### src/jhs_pkg.sv
// ----------------------------------------------------------------------------
// jhs_pkg
// Shared constants and types for the Jacobi heat stencil sweep unit.
// ----------------------------------------------------------------------------
package jhs_pkg;

  // Configuration register file.
  localparam int unsigned CFG_DATA_BITS   = 32;
  localparam int unsigned CFG_ADDR_BITS   = 3;
  localparam logic        CFG_IDX_GRID_WIDTH = 1'b0;   // word index, paddr[2]

  localparam int unsigned GRID_WIDTH_BITS  = 11;
  localparam int unsigned GRID_WIDTH_RESET = 3;
  localparam int unsigned GRID_WIDTH_MIN   = 3;

  // Control half of a result travelling from the sweep core to the output stage.
  typedef struct packed {
    logic valid;
    logic last;
  } jhs_res_ctl_t;

endpackage

### src/jhs_out_skid.sv
// ----------------------------------------------------------------------------
// jhs_out_skid
// Two-entry output stage: result register plus skid register, so the
// upstream ready is a register and never waits on the downstream ready.
// ----------------------------------------------------------------------------
module jhs_out_skid #(
  parameter int unsigned VALUE_BITS = 24
) (
  input  logic                  clk,
  input  logic                  rst_n,
  input  jhs_pkg::jhs_res_ctl_t push_ctl,
  input  logic [VALUE_BITS-1:0] push_value,
  output logic                  push_ready,
  output logic                  out_valid,
  input  logic                  out_ready,
  output logic [VALUE_BITS-1:0] out_value,
  output logic                  out_last
);

  import jhs_pkg::*;

  logic                  out_v_r, skid_v_r;
  logic                  out_last_r, skid_last_r;
  logic [VALUE_BITS-1:0] out_value_r, skid_value_r;
  logic                  out_fire;

  assign out_fire   = out_v_r && out_ready;
  assign push_ready = !skid_v_r;

  always_ff @(posedge clk) begin
    if (!rst_n) begin
      out_v_r  <= 1'b0;
      skid_v_r <= 1'b0;
    end else if (skid_v_r) begin
      if (out_fire) begin
        skid_v_r <= 1'b0;
      end
    end else if (out_v_r && !out_fire) begin
      skid_v_r <= push_ctl.valid;
    end else begin
      out_v_r <= push_ctl.valid;
    end
  end

  always_ff @(posedge clk) begin
    if (skid_v_r) begin
      if (out_fire) begin
        out_value_r <= skid_value_r;
        out_last_r  <= skid_last_r;
      end
    end else if (out_v_r && !out_fire) begin
      skid_value_r <= push_value;
      skid_last_r  <= push_ctl.last;
    end else begin
      out_value_r <= push_value;
      out_last_r  <= push_ctl.last;
    end
  end

  assign out_valid = out_v_r;
  assign out_value = out_value_r;
  assign out_last  = out_last_r;

  ap_skid_behind_out: assert property (@(posedge clk) disable iff (!rst_n)
    skid_v_r |-> out_v_r) else $error("skid entry without output entry");

  ap_no_push_when_full: assert property (@(posedge clk) disable iff (!rst_n)
    push_ctl.valid |-> !skid_v_r) else $error("result pushed into full stage");

  ap_skid_drains: assert property (@(posedge clk) disable iff (!rst_n)
    skid_v_r && out_ready |=> !skid_v_r && out_v_r)
    else $error("skid entry not moved forward");

endmodule

### config.mk
export PLATFORM = sky130hd
export DESIGN_NAME = jhs_out_skid
export DESIGN_NICKNAME = d
export VERILOG_FILES = /design/src/jhs_pkg.sv /design/src/jhs_out_skid.sv
export SDC_FILE = /design/constraint.sdc
export NUM_CORES = 1
export LEC_CHECK = 0
export ABC_AREA = 0
export BUFFER_PORTS_ARGS = -buffer_cell sky130_fd_sc_hd__buf_4
export CAP_MARGIN = 20
export CORE_ASPECT_RATIO = 0.5
export CORE_UTILIZATION = 50
export CTS_CLUSTER_SIZE = 10
export DETAILED_ROUTE_END_ITERATION = 8
export PLACE_DENSITY = 0.82
export SYNTH_ARGS = -nofsm -noshare
export SYNTH_HDL_FRONTEND = slang
export SYNTH_SLANG_ARGS = --single-unit
### constraint.sdc
create_clock -name clk -period 5.27 [get_ports clk]
set_clock_uncertainty 0.2 [all_clocks]
set_input_delay 0.7905 -clock clk [delete_from_list [all_inputs] [get_ports clk]]
set_output_delay 0.7905 -clock clk [all_outputs]
set_load 0.05 [all_outputs]
# Word level (Yosys, flattened, before mapping)
# Index checks and enable logic that the tools add are counted.
# totals
regBits,52
inputBits,29
output_inout_bits,27
wordCells,26
# classes
n_eq_ne,2
muxes,9
bitwise,2
n_reduce_logical,7
# ops
op,n
2-to-1 mux 24 bit,3
2-to-1 mux 1 bit,6
AND reduction 2 bit,3
logical AND 1 bit,2
zero test 1 bit,2
"!= test 2 x 1 -> 1 bit, second input constant",1
"!= test 2 bit, second input constant",1
inverter 1 bit,2

# Logic depth before layout (Yosys ltp)
# Gate-level depths: netlist of run 1.
# logic_depth
word_depth,5
ltp_mapped,3
depth_no_buf,2

# Worst setup path before layout of run 1
# Ideal clock, no wire load.
# synth_path
path_type,in2reg
from,in out_ready
to,reg skid_last_r (enable)
setup_time_ns,0.444
arrival_time_ns,2.670
t_required_ns,4.626
setup_slack_ns,1.956
cell_stages,1
n_path_buf,0
path_cell_list,nor3b_1
# synth_between
elab_chain_cells,4
# synth_lines
element,line,rtl
"start, declared",jhs_out_skid.sv:15,"input logic out_ready,"
logical AND 1 bit,jhs_out_skid.sv:27,assign out_fire = out_v_r && out_ready;
zero test 1 bit,jhs_out_skid.sv:51,end else if (out_v_r && !out_fire) begin
logical AND 1 bit,jhs_out_skid.sv:51,
AND reduction 2 bit (no line),n/a,
"end signal, assigned",jhs_out_skid.sv:53,skid_last_r <= push_ctl.last;
"end, declared",jhs_out_skid.sv:23,"logic out_last_r, skid_last_r;"
# No other way between the ends.
# A chain may end at the register's enable or synchronous reset.

# Worst setup path after layout of run 1
# layout_path
from,reg skid_v_r
to,out push_ready
# layout_between
elab_chain_cells,1
# layout_lines
element,line,rtl
"start, declared",jhs_out_skid.sv:22,"logic out_v_r, skid_v_r;"
"start signal, assigned",jhs_out_skid.sv:39,skid_v_r <= push_ctl.valid;
zero test 1 bit,jhs_out_skid.sv:28,assign push_ready = !skid_v_r;
"end, declared",jhs_out_skid.sv:13,"output logic push_ready,"
# No other way between the ends.

==> impl_metrics.tcl, run 1 <==
set metrics [dict create \
    initial_utilization_pct 54.8 \
    layout_worst_path_cycle_share_pct 42.0 \
    die-width_um 90.6 \
    hold_path_class "reg -> reg" \
    cts_hold_buf 0 \
    setup_repair_after_global_routing_missed_its_margin "false" \
    synthesis.nets 119 \
    ir_drop_mv 0.166 \
    global_route_usage_sum_pct 15.9 \
    cts.clk_slew.worst_paths_ns 0.09 \
    clk-insertion-delay-late_ns 0.30 \
    detail_route.drc_violations 0 \
    floorplan.die.height_um 46.3 \
    timing.critical_path.to_type "output pin" \
    ioPinCount 56 \
    tns_ns 0 \
    detail_route.wl_per_cell_um 15.3 \
    mean_area_per_synthesized_cell_um2 21.8 \
    holdCritStartpoint "skid_value_r[5]" \
    detail_route.wirelength_um 3130 \
    cellLeakagePower_nw 0.982 \
    cts_tree "yes" \
    timing.critical_path.required_ns 4.28 \
    start_point_of_the_critical_path "skid_v_r" \
    hpwl_um 2160 \
    postSynthCellCount 90 \
    finalHoldViolations 0 \
    outcome "finished clean" \
    powerDensity_mw_per_mm2 369 \
    grt_pass1_vias 945 \
    crit_path_start_kind "flop" \
    slew_viol_final 0 \
    cts.root.buffer_cell "clkbuf_8" \
    period_minus_ws_final_ns 2.21 \
    synth_cell_types 14 \
    synth_largest_area_cell "edfxtp_1" \
    io_buffers 55 \
    grt_max_degree 26 \
    critPathArrivalTime_ns 1.22 \
    max_freq_mhz 452 \
    worstSetupPathType "reg -> out" \
    antenna-diode-count 0 \
    yosys_warnings 0 \
    fin_hold_ws_ns 0.358 \
    cts.repair_timing.setup_buffer_count 0 \
    final_nets 181 \
    timing_worst_slew_pin_value_ns 0.492 \
    grt_overflow_total 0 \
    syn-cell-area_mm2 0.00196 \
    floorplan.die_area_mm2 0.00420 \
    cts.sink_count 52 \
    cts-htree-levels 2 \
    grt_util_met2_pct 29.5 \
    number_of_buffers_added_by_the_clock_tree_synthesis_step 5 \
    drt_first_iter_violations 29 \
    area_growth_pct 29.0 \
    core-area_mm2 0.00358 \
    n_fill_cell 236 \
    yosys-top-cells-area "edfxtp_1, mux2_4, mux2_2, dfxtp_1, buf_6" \
    finalSetupViolations 0 \
    layout-drive-gt1-share_pct 62.1 \
    synth_top_area_share_pct 76.4 \
    placementRows 15 \
    cts-root-to-sink-buffers 2 \
    cts_resized 0 \
    grt_antenna_before_repair 0 \
    detail_route.vias_per_cell 4.74 \
    worstPathMaxFanout 10 \
    gp_routability_congestion 0.680 \
    worst_slew_margin_rel_pct 67.2 \
    postRouteAntennaNets 0 \
    ys_ff_latch 52 \
    grt_first_pass_wirelength_um 4710 \
    drt_first_pass_iters 4 \
    grt.met1_usage_pct 17.3 \
    use_met3_pct 5.45 \
    grt_most_used_layer "met2" \
    dr_total_vias 966 \
    yosysSeqAreaShare_pct 78.5 \
    crit-reg2reg-launch "skid_v_r" \
    maxCapViolations 0 \
]
[cell usage in the layout (no fill, tap or decap)]
master,netlist,routed
inv_1,1,1
o21ai_2,0,1
and2b_2,1,1
buf_4,0,58
nand3b_1,1,1
clkbuf_8,0,5
and3b_1,1,1
nor3b_2,0,1
a21oi_2,1,1
nand2_1,2,2
edfxtp_1,50,50
mux2_2,13,13
o21ai_1,1,1
clkinvlp_4,0,1
mux2_4,12,12
clkinv_4,0,1
inv_8,0,1
dfxtp_1,2,2
[flip-flops by register name (all words and copies together), names as in the netlist]
register / cells
out_last: 1
skid_last_r: 1
out_value: 24
out_valid: 1
skid_v_r: 1
skid_value_r: 24
[power breakdown]
part,switching [W],internal [W]
Sequential,0.0000118,0.000495
Clock,0.000134,0.0000976
Combinational,0.000127,0.0000684
Total,0.000273,0.000661
[cells in the mapped netlist (all sizes together)]
cell and n:
o21ai 2, nand2 2, inv 1, buf 3
mux2 25, and2b 1, and3b 1, edfxtp 50
nor3b 1, nand3b 1, dfxtp 2, a21oi 1
[kinds of logic after synthesis]
family,count (synthesis),synth area share (%)
AO/OA/AOI/OAI,3,0.955
buffers and inverters,4,1.91
flip-flops,52,78.5
multiplexers,25,16.6
AND/OR/NAND/NOR,6,2.04
[per-layer routing]
metal  vias up  share of wire, %
met5         -                 0
met4         0              0.57
met3         3               5.1
met2        23                55
met1       467                39
li1        473                 -
[cell type report]
| cell class | instances | area, um^2 | share of cell area [%] |
|---|---|---|---|
| Timing Repair Buffer | 58 | 435 | 17.2 |
| Sequential cell | 52 | 1540 | 60.8 |
| Tap cell | 51 | 63.8 | 2.52 |
| Inverter | 1 | 3.75 | 0.148 |
| Clock inverter | 3 | 27.5 | 1.09 |
| Clock buffer | 5 | 68.8 | 2.71 |
| Multi-Input combinational cell | 34 | 394 | 15.5 |
[critical path, cell delays in order (launching register included)]
cell and delay [ns]:
dfxtp_1 0.64, inv_1 0.08, buf_4 0.20
[final timing paths]
check / cells after the start / to / slack (ns)
hold reg to reg: 1 / out_value[5] / 0.36
setup / recovery: 2 / push_ready / 3.06
setup reg to reg: 3 / out_value[7] / 3.21
hold / removal: 1 / out_value[5] / 0.36
[through the flow]
stage	std cells	util, %	total power, W	setup WS (ns)	area, um^2
floorplan	90	-	0.000648	1.96	1960
global placement	196	68.0	0.000710	3.25	2440
detailed placement	196	68.0	0.000714	3.19	2440
CTS	204	70.7	0.000942	3.04	2530
global route	204	70.7	0.000968	2.99	2530
finish	204	70.7	0.000935	3.06	2530
Power figures use the tool's default switching activity.
==> run 2, diff against run 1 <==
--- a/config.mk
+++ b/config.mk
@@ -5,7 +5,7 @@
 export SDC_FILE = /design/constraint.sdc
 export NUM_CORES = 1
 export LEC_CHECK = 0
-export ABC_AREA = 0
+export ABC_AREA = 1
 export BUFFER_PORTS_ARGS = -buffer_cell sky130_fd_sc_hd__buf_4
 export CAP_MARGIN = 20
 export CORE_ASPECT_RATIO = 0.5
==> constraint.sdc (replaced) <==
create_clock -name clk -period 2.1 [get_ports clk]
set_clock_uncertainty 0.2 [all_clocks]
set_input_delay 0.315 -clock clk [delete_from_list [all_inputs] [get_ports clk]]
set_output_delay 0.315 -clock clk [all_outputs]
set_load 0.05 [all_outputs]
==> run 2 against run 1 <==
Compared with the run above:
- flip-flop and latch count did not move
- combinational power rose to 2.6 times the previous value
- cell area rose by 8.4%
- non-clock buffer count rose by 27
- wire length rose by 24%
- sequential power rose to 2.5 times the previous value
- clock power rose by 140%
- die area fell by 1.8%
- critical path depth did not move
- cell count rose by 40%
- critical endpoint unchanged
- largest cell class unchanged
==> impl_metrics.tcl, run 2 <==
set metrics [dict create \
    worstPathMaxFanout 27 \
    cpPeakStageDelay_ns 0.42 \
    dr_total_vias 1357 \
    detail_route.wl_per_cell_um 13.6 \
    yosys_warnings 0 \
    clock_power_share_pct 23.8 \
    timing.critical_path.to_type "output pin" \
    mean_area_per_synthesized_cell_um2 13.2 \
    synth_largest_area_cell "edfxtp_1" \
    setup_repair_after_global_routing_missed_its_margin "false" \
    period_minus_ws_final_ns 1.91 \
    fin_hold_ws_ns 0.0478 \
    synth_edf_count 50 \
    layout_worst_path_cycle_share_pct 90.9 \
    yosys-top-cells-area "edfxtp_1, nand2_1, dfxtp_1, buf_6, nor2_1" \
    cellLeakagePower_nw 1.19 \
    syn-cell-area_mm2 0.00193 \
    drt_first_iter_violations 47 \
    cts.clk_slew.worst_paths_ns 0.09 \
    cts-htree-levels 2 \
    detail_route.wirelength_um 3890 \
    grt_antenna_before_repair 0 \
    floorplan.die.height_um 45.9 \
    synth-async-reset-ratio_pct 0 \
    slew_viol_final 0 \
    cts.root.buffer_cell "clkbuf_8" \
    ir_drop_mv 0.615 \
    timing_worst_slew_pin_value_ns 0.463 \
    number_of_buffers_added_by_the_clock_tree_synthesis_step 5 \
    postSynthCellCount 146 \
    initial_utilization_pct 54.1 \
    max_freq_mhz 524 \
    switching_power_w 0.000682 \
    gp_routability_congestion 0.781 \
    n_fill_cell 214 \
    detail_route.drc_violations 0 \
    cts.sink_count 52 \
    yosysSeqAreaShare_pct 79.9 \
    ioPinCount 56 \
    power.share.sequential_pct 54.6 \
    crit_path_start_kind "flop" \
    worst_slew_margin_rel_pct 69.1 \
    drt_first_pass_iters 4 \
    layout-drive-gt1-share_pct 31.2 \
    final_nets 262 \
    finalHoldViolations 0 \
    grt_overflow_total 0 \
    critPathArrivalTime_ns 1.39 \
    floorplan.die_area_mm2 0.00412 \
    p_int_w 0.00164 \
    antenna-diode-count 0 \
    synth_top_area_share_pct 77.9 \
    worstPathCellList "inv_2, buf_4" \
    hold_path_class "in -> reg" \
    maxCapViolations 0 \
    clk-insertion-delay-late_ns 0.30 \
    final_common_cell "nand2_1" \
    layout_common_cells "nand2_1, buf_4, edfxtp_1, dlygate4sd3_1, clkbuf_8" \
    timing.critical_path.required_ns 1.58 \
    worstSetupPathType "reg -> out" \
    detail_route.vias_per_cell 4.76 \
    finalSetupViolations 0 \
    core-area_mm2 0.00357 \
    tns_ns 0 \
    grt_pass1_vias 1234 \
    outcome "finished clean" \
    grt_max_degree 28 \
    synth_commonest_cells "nand2_1, edfxtp_1, nor2_1" \
    netSwitchingFraction_pct 29.4 \
    placementRows 15 \
    ys_ff_latch 52 \
    synth_most_common_cell "nand2_1" \
    global_route_usage_sum_pct 19.6 \
    detailedPlace.worstSlack_ns 0.352 \
    hpwl_um 2290 \
    grt_first_pass_wirelength_um 5850 \
    stdcell_count 285 \
    cts_tree "yes" \
    die-width_um 89.8 \
    power_frac_comb_pct 21.6 \
    io_buffers 55 \
    numPlacedInstances 252 \
    synth-main-ff-cell "edfxtp_1" \
    synth_cell_types 11 \
    synthesis.nets 175 \
    area_growth_pct 42.5 \
    postLayoutSetupSlackWorst_ns 0.192 \
    cts-root-to-sink-buffers 2 \
    powerDensity_mw_per_mm2 844 \
    postRouteAntennaNets 0 \
    cp_slowest_cell "dfxtp_2" \
]
run 2: cell count changes after synthesis, moves of 4 or more:
cell / change
mux2_2: -13
mux2_4: -12
nand2_1: +78
nor2_1: +4
run 2: cell type report:
type / count / area [um^2] / area share (%)
clock inverters: 3 / 18.8 / 0.683
flip-flops and latches: 52 / 1540 / 56.2
inverters: 3 / 11.3 / 0.410
multi-input cells: 86 / 340 / 12.4
clock buffers: 5 / 68.8 / 2.50
well taps: 51 / 63.8 / 2.32
repair buffers: 85 / 701 / 25.5
run 2: cell families after synthesis:
family                 Yosys count  share of synthesized area [%]
AND/OR/NAND/NOR                 85                           16.6
buffers and inverters            8                           2.98
flip-flops                      52                           79.9
AO/OA/AOI/OAI                    1                          0.454
run 2: worst max-delay path: cells and delay by family (launching register included):
family / cells / cell delay [ns]
flip-flops: 1 / 0.42
buffers and inverters: 2 / 0.67
run 2: power by group through the flow:
stage,Sequential [W],Combinational [W],Clock [W]
3_3_place_gp,0.00129,0.000453,0
5_1_grt,0.00127,0.000524,0.000590
3_5_place_dp,0.00129,0.000462,0
6_report,0.00127,0.000501,0.000553
2_1_floorplan,0.00150,0.0000854,0
4_1_cts,0.00126,0.000499,0.000559
run 2: per-layer routing:
layer	GRT usage (%)	up-vias	part of all wire (%)
met5	0	-	0
met4	5.90	0	0.72
met3	5.67	3	3.6
met2	38.2	35	55
met1	21.9	661	41
li1	-	658	-
run 2: final timing paths:
kind	slack, ns	from	depth (start not counted)	to
hold reg to reg	0.34	skid_value_r[1]	2	out_value[1]
setup reg to reg	0.58	out_valid	3	skid_last_r
hold / removal	0.05	rst_n	3	out_valid
setup / recovery	0.19	skid_v_r	2	push_ready
run 2: stage by stage:
stage / area (um^2) / util [%] / total power [W]
detailed placement: 2410 / 67.5 / 0.00175
floorplan: 1940 / - / 0.00159
finish: 2750 / 77.1 / 0.00232
global route: 2750 / 77.1 / 0.00239
global placement: 2410 / 67.5 / 0.00174
CTS: 2750 / 77.0 / 0.00232
run 2: timing repair:
action	in CTS	in global routing
buffers inserted	0	0
hold buffers	25	0
endpoints found under the hold margin	25	0
endpoints found under the setup margin	0	1
gates resized for setup	0	1
==> run 3, diff against run 2 <==
--- a/config.mk
+++ b/config.mk
@@ -5,12 +5,10 @@
 export SDC_FILE = /design/constraint.sdc
 export NUM_CORES = 1
 export LEC_CHECK = 0
-export ABC_AREA = 1
 export BUFFER_PORTS_ARGS = -buffer_cell sky130_fd_sc_hd__buf_4
 export CAP_MARGIN = 20
 export CORE_ASPECT_RATIO = 0.5
 export CORE_UTILIZATION = 50
-export CTS_CLUSTER_SIZE = 10
 export DETAILED_ROUTE_END_ITERATION = 8
 export PLACE_DENSITY = 0.82
 export SYNTH_ARGS = -nofsm -noshare
==> run 3 against run 2 <==
Compared with the run above:
- critical path depth rose by 1
- die area up 1.8%
- setup slack got worse by 0.057 ns
- sequential power about the same
- largest cell class unchanged
==> impl_metrics.tcl, run 3 (synthesis results as in run 1) <==
set metrics [dict create \
    outcome "finished clean" \
    ir_drop_mv 0.559 \
    critPathArrivalTime_ns 1.45 \
    timing.critical_path.to_type "output pin" \
    grt_max_degree 19 \
    finalSetupViolations 0 \
    cts.repair_timing.setup_buffer_count 0 \
    post-route-util_pct 78.4 \
    cellLeakagePower_nw 1.11 \
    switching_power_w 0.000686 \
    cts-root-to-sink-buffers 2 \
    finalHoldViolations 0 \
    path_buf_inv 3 \
    postRouteAntennaNets 0 \
    layout_worst_path_cycle_share_pct 93.6 \
    ioPinCount 56 \
    worst_slew_margin_rel_pct 70.1 \
    detail_route.vias_per_cell 4.80 \
    max_freq_mhz 509 \
    cts.clk_slew.worst_paths_ns 0.09 \
    hold_path_class "in -> reg" \
    timing_worst_slew_pin_value_ns 0.449 \
    total_power_w 0.00238 \
    whs_path_depth 2 \
    worstPathCellList "buf_4, inv_1, buf_4" \
    layout_common_cells "buf_4, edfxtp_1, dlygate4sd3_1, mux2_2, mux2_4" \
    cts.sink_count 52 \
    cts-htree-levels 2 \
    worst_r2r_endpoint "out_value[10]" \
    holdCritStartpoint "rst_n" \
    crit-reg2reg-launch "skid_v_r" \
    rrSetupSlack_ns 0.41 \
    dr_total_vias 1114 \
    worstRegToRegCells 2 \
    maxCapViolations 0 \
    cpPeakStageDelay_ns 0.62 \
    power_frac_comb_pct 22.5 \
    tns_ns 0 \
    layout-drive-gt1-share_pct 55.2 \
    period_minus_ws_final_ns 1.96 \
    hpwl_um 2110 \
    detail_route.wl_per_cell_um 14.7 \
    grt_pass1_vias 1008 \
    hold-path-endpoint "skid_v_r" \
    grt_antenna_before_repair 0 \
    slew_viol_final 0 \
    numPlacedInstances 199 \
    powerDensity_mw_per_mm2 846 \
    floorplan.die_area_mm2 0.00420 \
    cpMostUsedCell "buf_4" \
    die-width_um 90.6 \
    number_of_buffers_added_by_the_clock_tree_synthesis_step 5 \
    setup_repair_after_global_routing_missed_its_margin "false" \
    final_common_cell "buf_4" \
    antenna-diode-count 0 \
    cp_slowest_cell "dfxtp_2" \
    clock_power_share_pct 23.7 \
    placementRows 15 \
    worstPathMaxFanout 17 \
    final_nets 209 \
    core-area_mm2 0.00358 \
    io_buffers 55 \
    timing.critical_path.required_ns 1.58 \
    clk-insertion-delay-late_ns 0.30 \
    netSwitchingFraction_pct 28.8 \
    critical-path-top-delay-family "flip-flops" \
    area_growth_pct 43.1 \
    global_route_usage_sum_pct 17.2 \
    drt_first_pass_iters 4 \
    cts_tree "yes" \
    grt_first_pass_wirelength_um 5130 \
    worstSetupPathType "reg -> out" \
    detail_route.drc_violations 0 \
    initial_utilization_pct 54.8 \
    gp_routability_congestion 0.724 \
    stdcell_count 232 \
    p_int_w 0.00169 \
    floorplan.die.height_um 46.3 \
    cts.root.buffer_cell "clkbuf_8" \
    drt_first_iter_violations 61 \
    detail_route.wirelength_um 3400 \
    grt_overflow_total 0 \
    power.share.sequential_pct 53.8 \
    crit_path_start_kind "flop" \
    n_fill_cell 201 \
]
==> run 3: routing by layer <==
layer  share of wire (%)  GRT usage, %  vias to the layer above
li1                    -             -                      530
met1                  45          22.6                      552
met2                  49          28.3                       28
met3                 4.6          5.12                        4
met4                 1.0          5.81                        0
met5                   0             0                        -
==> run 3: final cells by class <==
| class | instances | area (um^2) | area share (%) |
|---|---|---|---|
| Clock buffer | 5 | 68.8 | 2.45 |
| Clock inverter | 3 | 22.5 | 0.801 |
| Inverter | 1 | 3.75 | 0.134 |
| Multi-Input combinational cell | 34 | 400 | 14.2 |
| Sequential cell | 52 | 1540 | 54.9 |
| Tap cell | 51 | 63.8 | 2.27 |
| Timing Repair Buffer | 86 | 708 | 25.2 |
==> run 3: worst max-delay path by stage <==
stage	startpoint	endpoint	slack, ns	depth (start not counted)
after floorplan	out_valid	skid_last_r	0.19	1
after global placement	skid_v_r	out_value[11]	0.47	2
after detailed placement	skid_v_r	out_value[10]	0.42	2
after CTS	skid_v_r	push_ready	0.13	3
after global routing	skid_v_r	push_ready	0.08	3
final	skid_v_r	push_ready	0.14	3
==> run 3: power by group through the flow <==
stage | Combinational [W] | Sequential, W | Clock [W]
after detailed placement | 0.000500 | 0.00130 | 0
after global placement | 0.000494 | 0.00130 | 0
after floorplan | 0.000113 | 0.00152 | 0
final | 0.000536 | 0.00128 | 0.000564
after CTS | 0.000538 | 0.00128 | 0.000580
after global routing | 0.000559 | 0.00129 | 0.000610
==> run 3: timing repair <==
item	4_1_cts	5_1_grt
resized for setup	0	0
endpoints found under the hold margin	25	0
hold buffers	25	0
==> run 3: stage by stage <==
stage / worst slack [ns] / cell area, um^2 / hold slack (ns)
floorplan: 0.185 / 1980 / 0.214
global placement: 0.465 / 2470 / 0.289
detailed placement: 0.419 / 2470 / 0.303
CTS: 0.133 / 2810 / 0.0589
global route: 0.0765 / 2810 / 0.0859
finish: 0.135 / 2810 / 0.0655
